[config.mk]
export PLATFORM = sky130hd
export DESIGN_NAME = sliding_median_of_five_unit
export DESIGN_NICKNAME = d
export VERILOG_FILES = /design/src/rtl/core/smf_pkg.sv /design/src/rtl/core/smf_cell.sv /design/src/rtl/core/smf_outq.sv /design/src/rtl/core/sliding_median_of_five_unit.sv
export VERILOG_INCLUDE_DIRS = /design/src /design/src/rtl/core
export SDC_FILE = /design/constraint.sdc
export NUM_CORES = 1
export LEC_CHECK = 0
export BUFFER_PORTS_ARGS = -buffer_cell sky130_fd_sc_hd__buf_2
export CORE_MARGIN = 5
export CORE_UTILIZATION = 55
export DETAILED_ROUTE_END_ITERATION = 6
export GPL_TIMING_DRIVEN = 0
export PLACE_DENSITY = 0.69
export SLEW_MARGIN = 20
export SYNTH_ARGS = -nofsm -noshare
export SYNTH_HDL_FRONTEND = slang
export SYNTH_SLANG_ARGS = --single-unit
[constraint.sdc]
create_clock -name clk -period 9.6 [get_ports clk]
set_clock_uncertainty 0.15 [all_clocks]
set_input_delay 1.44 -clock clk [delete_from_list [all_inputs] [get_ports clk]]
set_output_delay 1.44 -clock clk [all_outputs]
set_load 0.03 [all_outputs]
[src/rtl/core/sliding_median_of_five_unit_assert.svh]
// assertion macros used by the median filter rtl
// expects clk and rst in the scope of the module that includes it
`ifndef SLIDING_MEDIAN_OF_FIVE_UNIT_ASSERT_SVH
`define SLIDING_MEDIAN_OF_FIVE_UNIT_ASSERT_SVH

// property that holds in every cycle out of reset
`define SMF_CHECK(label, prop) \
  label: assert property (@(posedge clk) disable iff (rst) (prop)) \
    else $error("median filter check failed");

// consequence that must hold in the cycle after the trigger
`define SMF_CHECK_NEXT(label, trig, cons) \
  label: assert property (@(posedge clk) disable iff (rst) (trig) |=> (cons)) \
    else $error("median filter check failed");

`endif

[src/rtl/core/smf_pkg.sv]
// shared widths, defaults and the link type between window cells
// used by every module of the median filter
package smf_pkg;

  localparam int unsigned SAMPLE_W        = 16;
  localparam int unsigned WINDOW_SIZE_DEF = 5;
  localparam int unsigned RANK_W          = 4;

  typedef logic [SAMPLE_W-1:0] sample_t;
  typedef logic [RANK_W-1:0]   rank_t;

  typedef struct packed {
    sample_t value;
    rank_t   rank;
    rank_t   rank_adj;
    logic    lt_new;
    logic    hit_next;
    logic    hit_now;
  } cell_link_t;

endpackage

[src/rtl/core/smf_cell.sv]
// one window cell: a stored sample and its sorted rank
// depends on smf_pkg; the top level chains these newest to oldest
module smf_cell #(
  parameter int unsigned CELL_IDX = 0,
  parameter int unsigned MID      = 2
) (
  input  logic                clk,
  input  logic                rst,
  input  logic                shift,
  input  smf_pkg::sample_t    in_value,
  input  smf_pkg::rank_t      in_rank,
  input  smf_pkg::sample_t    sample,
  input  smf_pkg::sample_t    oldest,
  output smf_pkg::cell_link_t link
);

  smf_pkg::sample_t value;
  smf_pkg::rank_t   rank;
  smf_pkg::rank_t   rank_adj;

  always_ff @(posedge clk) begin
    if (rst) begin
      value <= '0;
      rank  <= smf_pkg::rank_t'(CELL_IDX);
    end else if (shift) begin
      value <= in_value;
      rank  <= in_rank;
    end
  end

  // oldest leaves (ties rank it above), new sample enters (ties rank it below)
  always_comb begin
    rank_adj = rank - smf_pkg::rank_t'(oldest < value)
                    + smf_pkg::rank_t'(sample <= value);
  end

  assign link.value    = value;
  assign link.rank     = rank;
  assign link.rank_adj = rank_adj;
  assign link.lt_new   = (value < sample);
  assign link.hit_next = (rank_adj == smf_pkg::rank_t'(MID));
  assign link.hit_now  = (rank == smf_pkg::rank_t'(MID));

endmodule

[src/rtl/core/smf_outq.sv]
// two-entry result queue between the cell chain and the median port
// depends on smf_pkg
module smf_outq (
  input  logic             clk,
  input  logic             rst,
  input  logic             push,
  input  smf_pkg::sample_t push_data,
  output logic             in_ready,
  output logic             valid,
  output smf_pkg::sample_t data,
  input  logic             ready
);

  logic [1:0]       count;
  logic [1:0]       count_next;
  smf_pkg::sample_t slot0;
  smf_pkg::sample_t slot1;
  logic             pop;

  assign pop      = valid && ready;
  assign valid    = (count != 2'd0);
  assign in_ready = (count != 2'd2);
  assign data     = slot0;

  always_comb begin
    count_next = count + {1'b0, push} - {1'b0, pop};
  end

  always_ff @(posedge clk) begin
    if (rst) begin
      count <= 2'd0;
    end else begin
      count <= count_next;
    end
  end

  always_ff @(posedge clk) begin
    if (count == 2'd2 && pop) begin
      slot0 <= slot1;
    end else if (push && (count == 2'd0 || (count == 2'd1 && pop))) begin
      slot0 <= push_data;
    end
    if (push && count == 2'd1 && !pop) begin
      slot1 <= push_data;
    end
  end

endmodule

[src/rtl/core/sliding_median_of_five_unit.sv]
// Running median filter over the last WINDOW_SIZE samples. One sample is
// taken per clock cycle while the two-entry result queue has room, which
// lets requests keep flowing while a result waits; each median is queued
// for the result port. The window is a chain of cells, one per sample, each
// keeping its sorted rank, so an insert updates the whole window at once.
// After reset the window holds zeros, which count toward early medians.
// top level; depends on smf_pkg, smf_cell, smf_outq and the assert header
`include "sliding_median_of_five_unit_assert.svh"

module sliding_median_of_five_unit #(
  parameter int unsigned WINDOW_SIZE = smf_pkg::WINDOW_SIZE_DEF
) (
  input  logic             clk,
  input  logic             rst,
  input  smf_pkg::sample_t sample,
  input  logic             sample_valid,
  output logic             sample_ready,
  output smf_pkg::sample_t median,
  output logic             median_valid,
  input  logic             median_ready
);

  localparam int unsigned MID = WINDOW_SIZE / 2;

  smf_pkg::cell_link_t    link [WINDOW_SIZE];
  smf_pkg::rank_t         rank_s;
  logic                   hit_s;
  logic                   accept;
  smf_pkg::sample_t       median_next;
  logic [WINDOW_SIZE-1:0] hit_next_vec;
  logic [WINDOW_SIZE-1:0] hit_now_vec;

  assign accept = sample_valid && sample_ready;

  for (genvar i = 0; i < WINDOW_SIZE; i++) begin : g_cell
    smf_pkg::sample_t in_value;
    smf_pkg::rank_t   in_rank;
    if (i == 0) begin : g_head
      assign in_value = sample;
      assign in_rank  = rank_s;
    end else begin : g_body
      assign in_value = link[i-1].value;
      assign in_rank  = link[i-1].rank_adj;
    end

    smf_cell #(
      .CELL_IDX(i),
      .MID     (MID)
    ) u_cell (
      .clk     (clk),
      .rst     (rst),
      .shift   (accept),
      .in_value(in_value),
      .in_rank (in_rank),
      .sample  (sample),
      .oldest  (link[WINDOW_SIZE-1].value),
      .link    (link[i])
    );

    assign hit_now_vec[i] = link[i].hit_now;
  end

  // rank of the incoming sample among the survivors
  always_comb begin
    rank_s = '0;
    for (int i = 0; i < WINDOW_SIZE - 1; i++) begin
      rank_s = rank_s + smf_pkg::rank_t'(link[i].lt_new);
    end
  end

  assign hit_s = (rank_s == smf_pkg::rank_t'(MID));

  always_comb begin
    hit_next_vec[0] = hit_s;
    median_next     = hit_s ? sample : '0;
    for (int i = 0; i < WINDOW_SIZE - 1; i++) begin
      hit_next_vec[i+1] = link[i].hit_next;
      if (link[i].hit_next) begin
        median_next = median_next | link[i].value;
      end
    end
  end

  smf_outq u_outq (
    .clk      (clk),
    .rst      (rst),
    .push     (accept),
    .push_data(median_next),
    .in_ready (sample_ready),
    .valid    (median_valid),
    .data     (median),
    .ready    (median_ready)
  );

  `SMF_CHECK(a_rank_now_unique, $onehot(hit_now_vec))
  `SMF_CHECK(a_rank_next_unique, $onehot(hit_next_vec))
  `SMF_CHECK_NEXT(a_request_gives_result, accept, median_valid)

endmodule

==> results by group, run 1 <==
Placed design
  • Dpl hpwl: 19400 um
  • Pre-CTS setup slack: 3.20 ns
  • I/O Buffers: 37
  • Final Wtd Congestion: 0.958

Die
  • Die Area: 0.0184 mm^2
  • IO Count: 38
  • DIE WIDTH: 136 um
  • Row cnt: 45
  • Core ar.: 0.0153 mm^2
  • Starting Density: 56.6%
  • Die Ht: 136 um

Finish
  • Share of cells above drive strength 1: 7.46%
  • Layout Utilization: 63.7%
  • Diodes inserted: 0
  • Nets: 1266
  • Leading cell type in the layout, fill and taps excluded: nand2_1
  • Most frequent cells in the layout: nand2_1, ha_1, a21oi_1
  • Area Overhead vs Synth: 12.6%

Power and ir drop
  • P_leak: 4.14 nW
  • Clk network pwr share: 30.0%
  • PwrDens: 229 mW/mm^2
  • Overall power: 0.00224 W
  • Max VDD drop: 134 uV
  • Internal power: 0.00137 W
  • Switching part of the total power: 38.6%
  • Seq pwr share: 31.5%
  • Logic pwr share: 38.5%
  • Sw Pwr: 0.000863 W

Synth
  • Post-synth EDFFs: 32
  • Predominant post-synthesis flop cell: dfxtp_1
  • Synth unique cells: 52
  • Ys Warns: 0
  • Syn_nets: 1208
  • Top cells by area, synth: dfxtp_1, ha_1, edfxtp_1, nand2_1, a21oi_1
  • Yosys reg bits: 129
  • Syn Std Cell Area: 0.00867 mm^2
  • Syn Area/Cell: 8.33 um^2
  • Post-synth ARST share: 0%
  • Sequential cell area fraction in the yosys report: 33.5%
  • Syn Inst Count: 1041
  • Largest area contributor in the netlist: dfxtp_1
  • Area share of the leading cell type in the synthesized netlist: 22.4%

Timing
  • Max Freq: 0.165 GHz
  • Slew Limit Fails: 0
  • RSZ-0062 raised after global routing: no
  • TNS Setup: 0 ns
  • Slew HR: 39.2%
  • Final Hold Viols: 0
  • Post-route worst setup slack: 3.54 ns
  • Tcrit/Tclk final: 63.1%
  • Min Tclk post-route: 6.06 ns
  • Worst Tran Pin Value: 0.887 ns
  • Setup-failing EPs final: 0

Clock network
  • Skew-Pair Late Insertion Delay: 0.43 ns
  • Worst-path clk slew: 0.06 ns
  • Hold_buf cts: 0
  • Clk sinks: 129
  • Post-CTS Setup Repair Bufs: 0
  • CTS H-tree depth: 4
  • Cts bufs inserted: 17
  • PostCTS Resize Cnt: 0
  • CTS tree: yes
  • Root buf cell: clkbuf_16
  • Clk buf depth: 2

Setup path
  • Arrival time of the worst setup path: 6.06 ns
  • Crit. End Element: flop
  • Required time worst endpoint: 9.60 ns
  • Worst Reg-to-Reg Cells: 18
  • Critical path fanouts, max: 10
  • FF-to-FF Start: g_cell[2].u_cell.value[9]$_SDFFE_PP0P_
  • Worst Path Class, Setup: in -> reg
  • Worst flop-to-flop path endpoint: u_outq.data[10]$_DFFE_PP_
  • CP Launch Type: input port
  • R2R Setup Slk: 4.26 ns

Outcome
  • Run status: completed

Global routing
  • First-pass GRT wire length: 38300 um
  • Vias in the first global route: 7247
  • All-Layer GR Usage: 27.1%
  • Largest net degree at the start of global routing: 17
  • Congestion Overflow GR: 0
  • Initial antenna violation count: 0

Route
  • Wire per inst: 18.2 um
  • Vias/cell: 5.79
  • Pre-Repair DR Iteration Count: 7
  • Final ANT Viol Nets: 0
  • Number of remaining DRC errors: 0
  • Total number of vias: 7660
  • Drt total wl: 24100 um
  • First DRT Iteration DRCs: 677

Hold path
  • Worst Hold Endpoint: g_cell[0].u_cell.rank[0]$_SDFFE_PP0P_
  • Worst Hold Path Cells: 2
  • Tightest Hold Check Type: reg -> reg
  • Hold path start: g_cell[0].u_cell.rank[0]$_SDFFE_PP0P_

Job
  • Maxcap violations: 0
==> per-layer routing <==
metal / GRT usage (%) / wire [um]
met4: 9.24 / 721
met5: 0 / 0
met2: 43.0 / 10800
met1: 37.3 / 11000
met3: 4.79 / 1540
==> stage by stage <==
stage          cell area (um^2)  hold slack (ns)  std cells
3_5_place_dp               9150            0.303       1291
6_report                   9760            0.308       1323
3_3_place_gp               9120            0.293       1289
2_1_floorplan              8670            0.286       1041
5_1_grt                    9760            0.336       1323
4_1_cts                    9750            0.312       1323
==> kinds of logic after synthesis <==
group | after synthesis | synth area share, %
adder cells (fa/ha/maj) | 147 | 21.6
flip-flops | 129 | 33.5
AO/OA/AOI/OAI | 288 | 21.3
XOR/XNOR | 17 | 1.72
multiplexers | 1 | 0.115
AND/OR/NAND/NOR | 316 | 15.5
buffers and inverters | 143 | 6.31
==> worst max path at each step <==
stage              start                        end  slack [ns]  depth (start not counted)
2_1_floorplan  sample[9]  u_outq.data[10]$_DFFE_PP_        4.34                         17
3_3_place_gp   sample[9]   u_outq.data[5]$_DFFE_PP_        3.22                         18
3_5_place_dp   sample[9]   u_outq.data[5]$_DFFE_PP_        3.20                         18
4_1_cts        sample[9]   u_outq.data[8]$_DFFE_PP_        3.63                         18
5_1_grt        sample[9]   u_outq.data[5]$_DFFE_PP_        3.21                         18
6_report       sample[9]  u_outq.data[10]$_DFFE_PP_        3.54                         18
==> critical path, cell delays in order <==
cell	delay, ns
buf_2	0.15
ha_1	0.33
a21o_1	0.17
a21o_1	0.16
a21o_1	0.16
a21oi_1	0.14
nor2_1	0.06
a2111oi_0	0.70
a221o_1	0.33
ha_1	0.21
fa_1	0.43
nor3b_1	0.15
and2_1	0.15
clkbuf_1	0.26
clkbuf_1	0.32
a222oi_1	0.42
a21boi_0	0.36
a31oi_1	0.12
==> Yosys cell counts (all sizes together) (9+ instances only) <==
cell type / count
a211oi: 9
a21boi: 16
a21o: 35
a21oi: 122
a222oi: 16
a31oi: 18
clkbuf: 37
dfxtp: 97
edfxtp: 32
ha: 143
inv: 102
nand2: 217
nand3: 9
nand4: 17
nor2: 40
o211ai: 10
o21a: 12
o21ai: 34
xnor2: 11
==> flip-flops by register name (all words and copies together), names as in the netlist <==
register	count
u_outq.slot1	16
g_cell.u_cell.value	80
u_outq.data	16
g_cell.u_cell.rank	15
u_outq.count	2
==> power groups by stage <==
stage | clock network, W | logic [W] | registers, W
floorplan | 0 | 0.000545 | 0.000780
global placement | 0 | 0.000830 | 0.000714
detailed placement | 0 | 0.000846 | 0.000717
CTS | 0.000675 | 0.000851 | 0.000705
global route | 0.000700 | 0.000948 | 0.000714
finish | 0.000670 | 0.000860 | 0.000704
==> final cells by class <==
class | instances | area [um^2]
buffer | 41 | 164
clock buffer | 17 | 425
clock inverter | 15 | 183
fill | 1379 | 5560
inverter | 102 | 383
multi-input combinational | 769 | 5230
sequential | 129 | 2900
tap | 211 | 264
timing repair buffer | 39 | 204
Note: power is estimated with default switching activity, not from simulation.
==> run 2: changes to the inputs <==
- PLACE_DENSITY: 0.69 -> 0.72
- clock period: 9.6 -> 5.5 ns (I/O delays scaled with it)
==> results by group, run 2 (same netlist as run 1, synthesis figures left out) <==
Outcome
  • Run status: completed

Route
  • Final ANT Viol Nets: 0
  • Drt total wl: 24100 um
  • Wire per inst: 18.2 um
  • Pre-Repair DR Iteration Count: 7
  • Number of remaining DRC errors: 0
  • Total number of vias: 7740
  • Vias/cell: 5.85
  • First DRT Iteration DRCs: 779

Finish
  • Layout Utilization: 63.7%
  • Non-filler cells, final: 1323
  • Filler cells: 1345
  • Share of cells above drive strength 1: 7.37%
  • Largest reg by FF count: g_cell.u_cell.value
  • Most frequent cells in the layout: nand2_1, ha_1, a21oi_1
  • Max reg flops: 80
  • Diodes inserted: 0
  • Leading cell type in the layout, fill and taps excluded: nand2_1
  • Area Overhead vs Synth: 12.5%
  • Nets: 1266

Setup path
  • Required time worst endpoint: 5.49 ns
  • Crit. End Element: flop
  • Critical path fanouts, max: 10
  • Arrival time of the worst setup path: 5.19 ns
  • Worst Path Class, Setup: in -> reg
  • CP Launch Type: input port

Clock network
  • Root buf cell: clkbuf_16
  • CTS H-tree depth: 4
  • Cts bufs inserted: 17
  • Worst-path clk slew: 0.06 ns
  • Clk sinks: 129
  • CTS tree: yes
  • Post-CTS Setup Repair Bufs: 0
  • Skew-Pair Late Insertion Delay: 0.42 ns
  • Clk buf depth: 2
  • Hold_buf cts: 0

Global routing
  • Initial antenna violation count: 0
  • First-pass GRT wire length: 37800 um
  • All-Layer GR Usage: 26.7%
  • Vias in the first global route: 7092
  • Congestion Overflow GR: 0
  • Largest net degree at the start of global routing: 17

Timing
  • Worst Tran Pin Value: 0.841 ns
  • Max Freq: 0.193 GHz
  • Min Tclk post-route: 5.19 ns
  • Slew HR: 42.3%
  • RSZ-0062 raised after global routing: no
  • Slew Limit Fails: 0
  • Tcrit/Tclk final: 94.4%
  • Setup-failing EPs final: 0
  • Final Hold Viols: 0

Power and ir drop
  • Max VDD drop: 268 uV
  • P_leak: 4.12 nW
  • PwrDens: 397 mW/mm^2

Die
  • Starting Density: 56.6%
  • Core ar.: 0.0153 mm^2
  • Row cnt: 45
  • DIE WIDTH: 136 um
  • Die Area: 0.0184 mm^2
  • IO Count: 38
  • Die Ht: 136 um

Job
  • Maxcap violations: 0

Placed design
  • Dpl hpwl: 19300 um
  • # placed instances: 1291
  • I/O Buffers: 37
  • Final Wtd Congestion: 0.947

Hold path
  • Tightest Hold Check Type: reg -> reg
-- run 2: changes by cell type in the layout (fill, tap and decap cells not counted), sizes merged --
| cell | previous run | this run |
|---|---|---|
| inv | 106 | 102 |
| clkinvlp | 1 | 4 |
| clkinv | 7 | 8 |
-- run 2: layout make-up --
cell class              instances  area (um^2)  share of cell area (%)
repair buffers                 39          204                    2.09
well taps                     211          264                    2.71
clock inverters                15          169                    1.73
plain buffers                  41          164                    1.68
inverters                     102          383                    3.93
clock buffers                  17          425                    4.36
multi-input cells             769         5240                    53.7
flip-flops and latches        129         2900                    29.8
-- run 2: what timing repair did --
action / in CTS / in global routing
hold endpoints to repair: 0 / 0
resized for setup: 0 / 3
endpoints found under the setup margin: 0 / 20
-- run 2: per-layer routing --
metal  vias to the layer above  GRT usage [%]  wire length (um)
met4                         0           9.35               842
met1                      3610           36.7             10900
met3                        52           4.83              1680
li1                       3780              -                 -
met5                         -              0                 0
met2                       298           42.4             10700
-- run 2: path summary, 6_finish.rpt --
check	start	endpoint	slack [ns]	cells after the start
setup / recovery	sample[9]	u_outq.data[11]$_DFFE_PP_	0.31	18
setup reg to reg	g_cell[2].u_cell.value[9]$_SDFFE_PP0P_	u_outq.data[11]$_DFFE_PP_	0.42	18
hold / removal	g_cell[0].u_cell.rank[0]$_SDFFE_PP0P_	g_cell[0].u_cell.rank[0]$_SDFFE_PP0P_	0.31	2
hold reg to reg	g_cell[0].u_cell.rank[0]$_SDFFE_PP0P_	g_cell[0].u_cell.rank[0]$_SDFFE_PP0P_	0.31	2
-- run 2: where the power goes --
| group | internal (W) | switching [W] | leakage (nW) | total, W |
|---|---|---|---|---|
| Sequential | 0.00115 | 0.0000753 | 1.10 | 0.00123 |
| Clock | 0.000708 | 0.000435 | 0.280 | 0.00114 |
| Combinational | 0.000525 | 0.000977 | 2.74 | 0.00150 |
-- run 2: critical path, stage by stage --
cell       delay, ns
buf_2           0.15
ha_1            0.32
a21o_1          0.16
a21o_1          0.16
a21o_1          0.16
a21oi_1         0.15
nor2_1          0.09
a2111oi_2       0.40
a221o_1         0.29
ha_1            0.20
fa_1            0.44
nor3b_1         0.15
and2_1          0.17
clkbuf_1        0.25
clkbuf_1        0.32
a222oi_1        0.49
a21boi_0        0.32
a31oi_1         0.13
-- run 2: through the flow --
step | cell area (um^2) | worst slack (ns) | setup TNS [ns] | hold slack [ns] | power, W
2_1_floorplan | 8670 | 0.856 | 0 | 0.286 | 0.00231
3_3_place_gp | 9120 | -0.228 | -3.36 | 0.297 | 0.00269
3_5_place_dp | 9150 | -0.254 | -3.47 | 0.307 | 0.00273
4_1_cts | 9740 | 0.157 | 0 | 0.315 | 0.00387
5_1_grt | 9750 | 0.0716 | 0 | 0.341 | 0.00411
6_report | 9750 | 0.306 | 0 | 0.311 | 0.00387
==> run 3: changes to the inputs <==
- CORE_UTILIZATION: 55 -> 40
- PLACE_DENSITY: 0.72 -> 0.55
==> results by group, run 3 (same netlist as run 1, synthesis figures left out) <==
Setup path
  • Critical path fanouts, max: 10
  • Slowest-stage cell, CP: a222oi_1
  • Arrival time of the worst setup path: 5.36 ns
  • Worst Path Class, Setup: in -> reg
  • Max stage delay on crit path: 0.50 ns
  • CP Launch Type: input port
  • Required time worst endpoint: 5.51 ns
  • CP Cell Sequence: buf_2, ha_1, a21o_1, a21o_1, a21o_1, a21oi_1, nor2_1, a2111oi_2, a221o_1, ha_1, fa_1, nor3b_1, and2_1, clkbuf_1, clkbuf_1, a222oi_1, a21boi_0, a31oi_1
  • Cell mode on critical path: a21o_1
  • Crit. End Element: flop
  • R2R Setup Slk: 0.26 ns

Clock network
  • Cts bufs inserted: 17
  • Post-CTS Setup Repair Bufs: 0
  • Worst-path clk slew: 0.06 ns
  • Clk sinks: 129
  • CTS H-tree depth: 4
  • Clk buf depth: 2
  • Skew-Pair Late Insertion Delay: 0.43 ns
  • Root buf cell: clkbuf_16
  • CTS tree: yes

Timing
  • Setup-failing EPs final: 0
  • Slew HR: 34.0%
  • Worst Tran Pin Value: 0.962 ns
  • Min Tclk post-route: 5.34 ns
  • TNS Setup: 0 ns
  • Slew Limit Fails: 0
  • Max Freq: 0.187 GHz
  • Hold WS: 0.305 ns
  • Final Hold Viols: 0
  • RSZ-0062 raised after global routing: no
  • Tcrit/Tclk final: 97.2%

Global routing
  • Congestion Overflow GR: 0
  • Initial antenna violation count: 0
  • All-Layer GR Usage: 21.6%
  • Largest net degree at the start of global routing: 17
  • First-pass GRT wire length: 40700 um
  • Vias in the first global route: 7191

Outcome
  • Run status: completed

Finish
  • Total area of sequential cells: 0.00290 mm^2
  • Leading cell type in the layout, fill and taps excluded: nand2_1
  • Max reg flops: 80
  • Largest reg by FF count: g_cell.u_cell.value
  • Filler cells: 2108
  • Most frequent cells in the layout: nand2_1, ha_1, a21oi_1
  • Nets: 1266
  • Share of cells above drive strength 1: 7.46%
  • Multi-input gate area: 0.00524 mm^2
  • Area Overhead vs Synth: 13.9%
  • Post-route cell area: 0.00987 mm^2
  • Diodes inserted: 0

Die
  • Die Ht: 157 um
  • Core ar.: 0.0212 mm^2
  • DIE WIDTH: 157 um
  • Starting Density: 41.0%
  • IO Count: 38
  • Row cnt: 53
  • Die Area: 0.0247 mm^2

Placed design
  • I/O Buffers: 37
  • Final Wtd Congestion: 0.963
  • Dpl hpwl: 21200 um
  • Placed cell area: 0.00923 mm^2

Job
  • Maxcap violations: 0

Route
  • Total number of vias: 7501
  • Wire per inst: 19.0 um
  • Drt total wl: 26400 um
  • First DRT Iteration DRCs: 583
  • Number of remaining DRC errors: 0
  • Pre-Repair DR Iteration Count: 6
  • Final ANT Viol Nets: 0
  • Vias/cell: 5.41

Power and ir drop
  • PwrDens: 404 mW/mm^2
  • P_leak: 4.15 nW
  • Max VDD drop: 172 uV

Hold path
  • Tightest Hold Check Type: reg -> reg
==> run 3: cell types whose count changed in the layout (fill, tap and decap cells not counted), moves of 2 or more <==
| cell | before | now |
|---|---|---|
| clkbuf_8 | 0 | 2 |
| inv_6 | 0 | 2 |
| clkinv_1 | 2 | 0 |
| clkinvlp_4 | 4 | 2 |
==> run 3: per-stage QoR <==
step | total power (W) | instances | setup WS, ns | utilization, %
6_report | 0.00399 | 1387 | 0.155 | 46.7
5_1_grt | 0.00423 | 1387 | 0.0233 | 46.7
4_1_cts | 0.00401 | 1387 | 0.0123 | 46.6
3_5_place_dp | 0.00276 | 1355 | -0.481 | 43.6
3_3_place_gp | 0.00274 | 1353 | -0.467 | 43.5
2_1_floorplan | 0.00231 | 1041 | 0.856 | -
==> run 3: report_power, final <==
part | switching, W | internal, W | leakage [nW]
registers | 0.0000802 | 0.00115 | 1.10
clock network | 0.000458 | 0.000785 | 0.307
logic | 0.000989 | 0.000525 | 2.74
total | 0.00153 | 0.00246 | 4.15
==> run 3: metal layers <==
metal	global-route usage, %	wire length, um	share of wire (%)	vias up
met5	0	0	0	-
met4	6.51	467	1.8	0
met3	2.89	1200	4.6	26
met2	36.3	12400	47	166
met1	29.1	12300	47	3526
li1	-	-	-	3783
==> run 3: final timing paths <==
path / from / endpoint / depth (start not counted)
worst max-delay path: sample[9] / u_outq.data[10]$_DFFE_PP_ / 18
worst min register to register: g_cell[0].u_cell.rank[0]$_SDFFE_PP0P_ / g_cell[0].u_cell.rank[0]$_SDFFE_PP0P_ / 2
worst min-delay path: g_cell[0].u_cell.rank[0]$_SDFFE_PP0P_ / g_cell[0].u_cell.rank[0]$_SDFFE_PP0P_ / 2
worst max register to register: g_cell[2].u_cell.value[9]$_SDFFE_PP0P_ / u_outq.data[10]$_DFFE_PP_ / 18
==> run 3: final cells by class <==
| class | count | area share (%) |
|---|---|---|
| Buffer | 41 | 1.66 |
| Clock buffer | 20 | 4.63 |
| Multi-Input combinational cell | 769 | 53.1 |
| Sequential cell | 129 | 29.4 |
| Tap cell | 275 | 3.48 |
| Timing Repair Buffer | 39 | 2.07 |
| Inverter | 102 | 3.88 |
| Clock inverter | 12 | 1.82 |
==> run 3: critical path: cells and delay by family <==
kind,cells,cell delay (ns)
AO/OA/AOI/OAI,9,2.42
adder cells (fa/ha/maj),3,0.98
buffers and inverters,3,0.74
AND/OR/NAND/NOR,3,0.37
==> run 3: timing repair <==
| action | in CTS | in global routing |
|---|---|---|
| hold buffers | 0 | 0 |
| endpoints found under the setup margin | 7 | 16 |
| pin swaps | 0 | 0 |
| gates cloned | 0 | 0 |
| resized for setup | 1 | 1 |
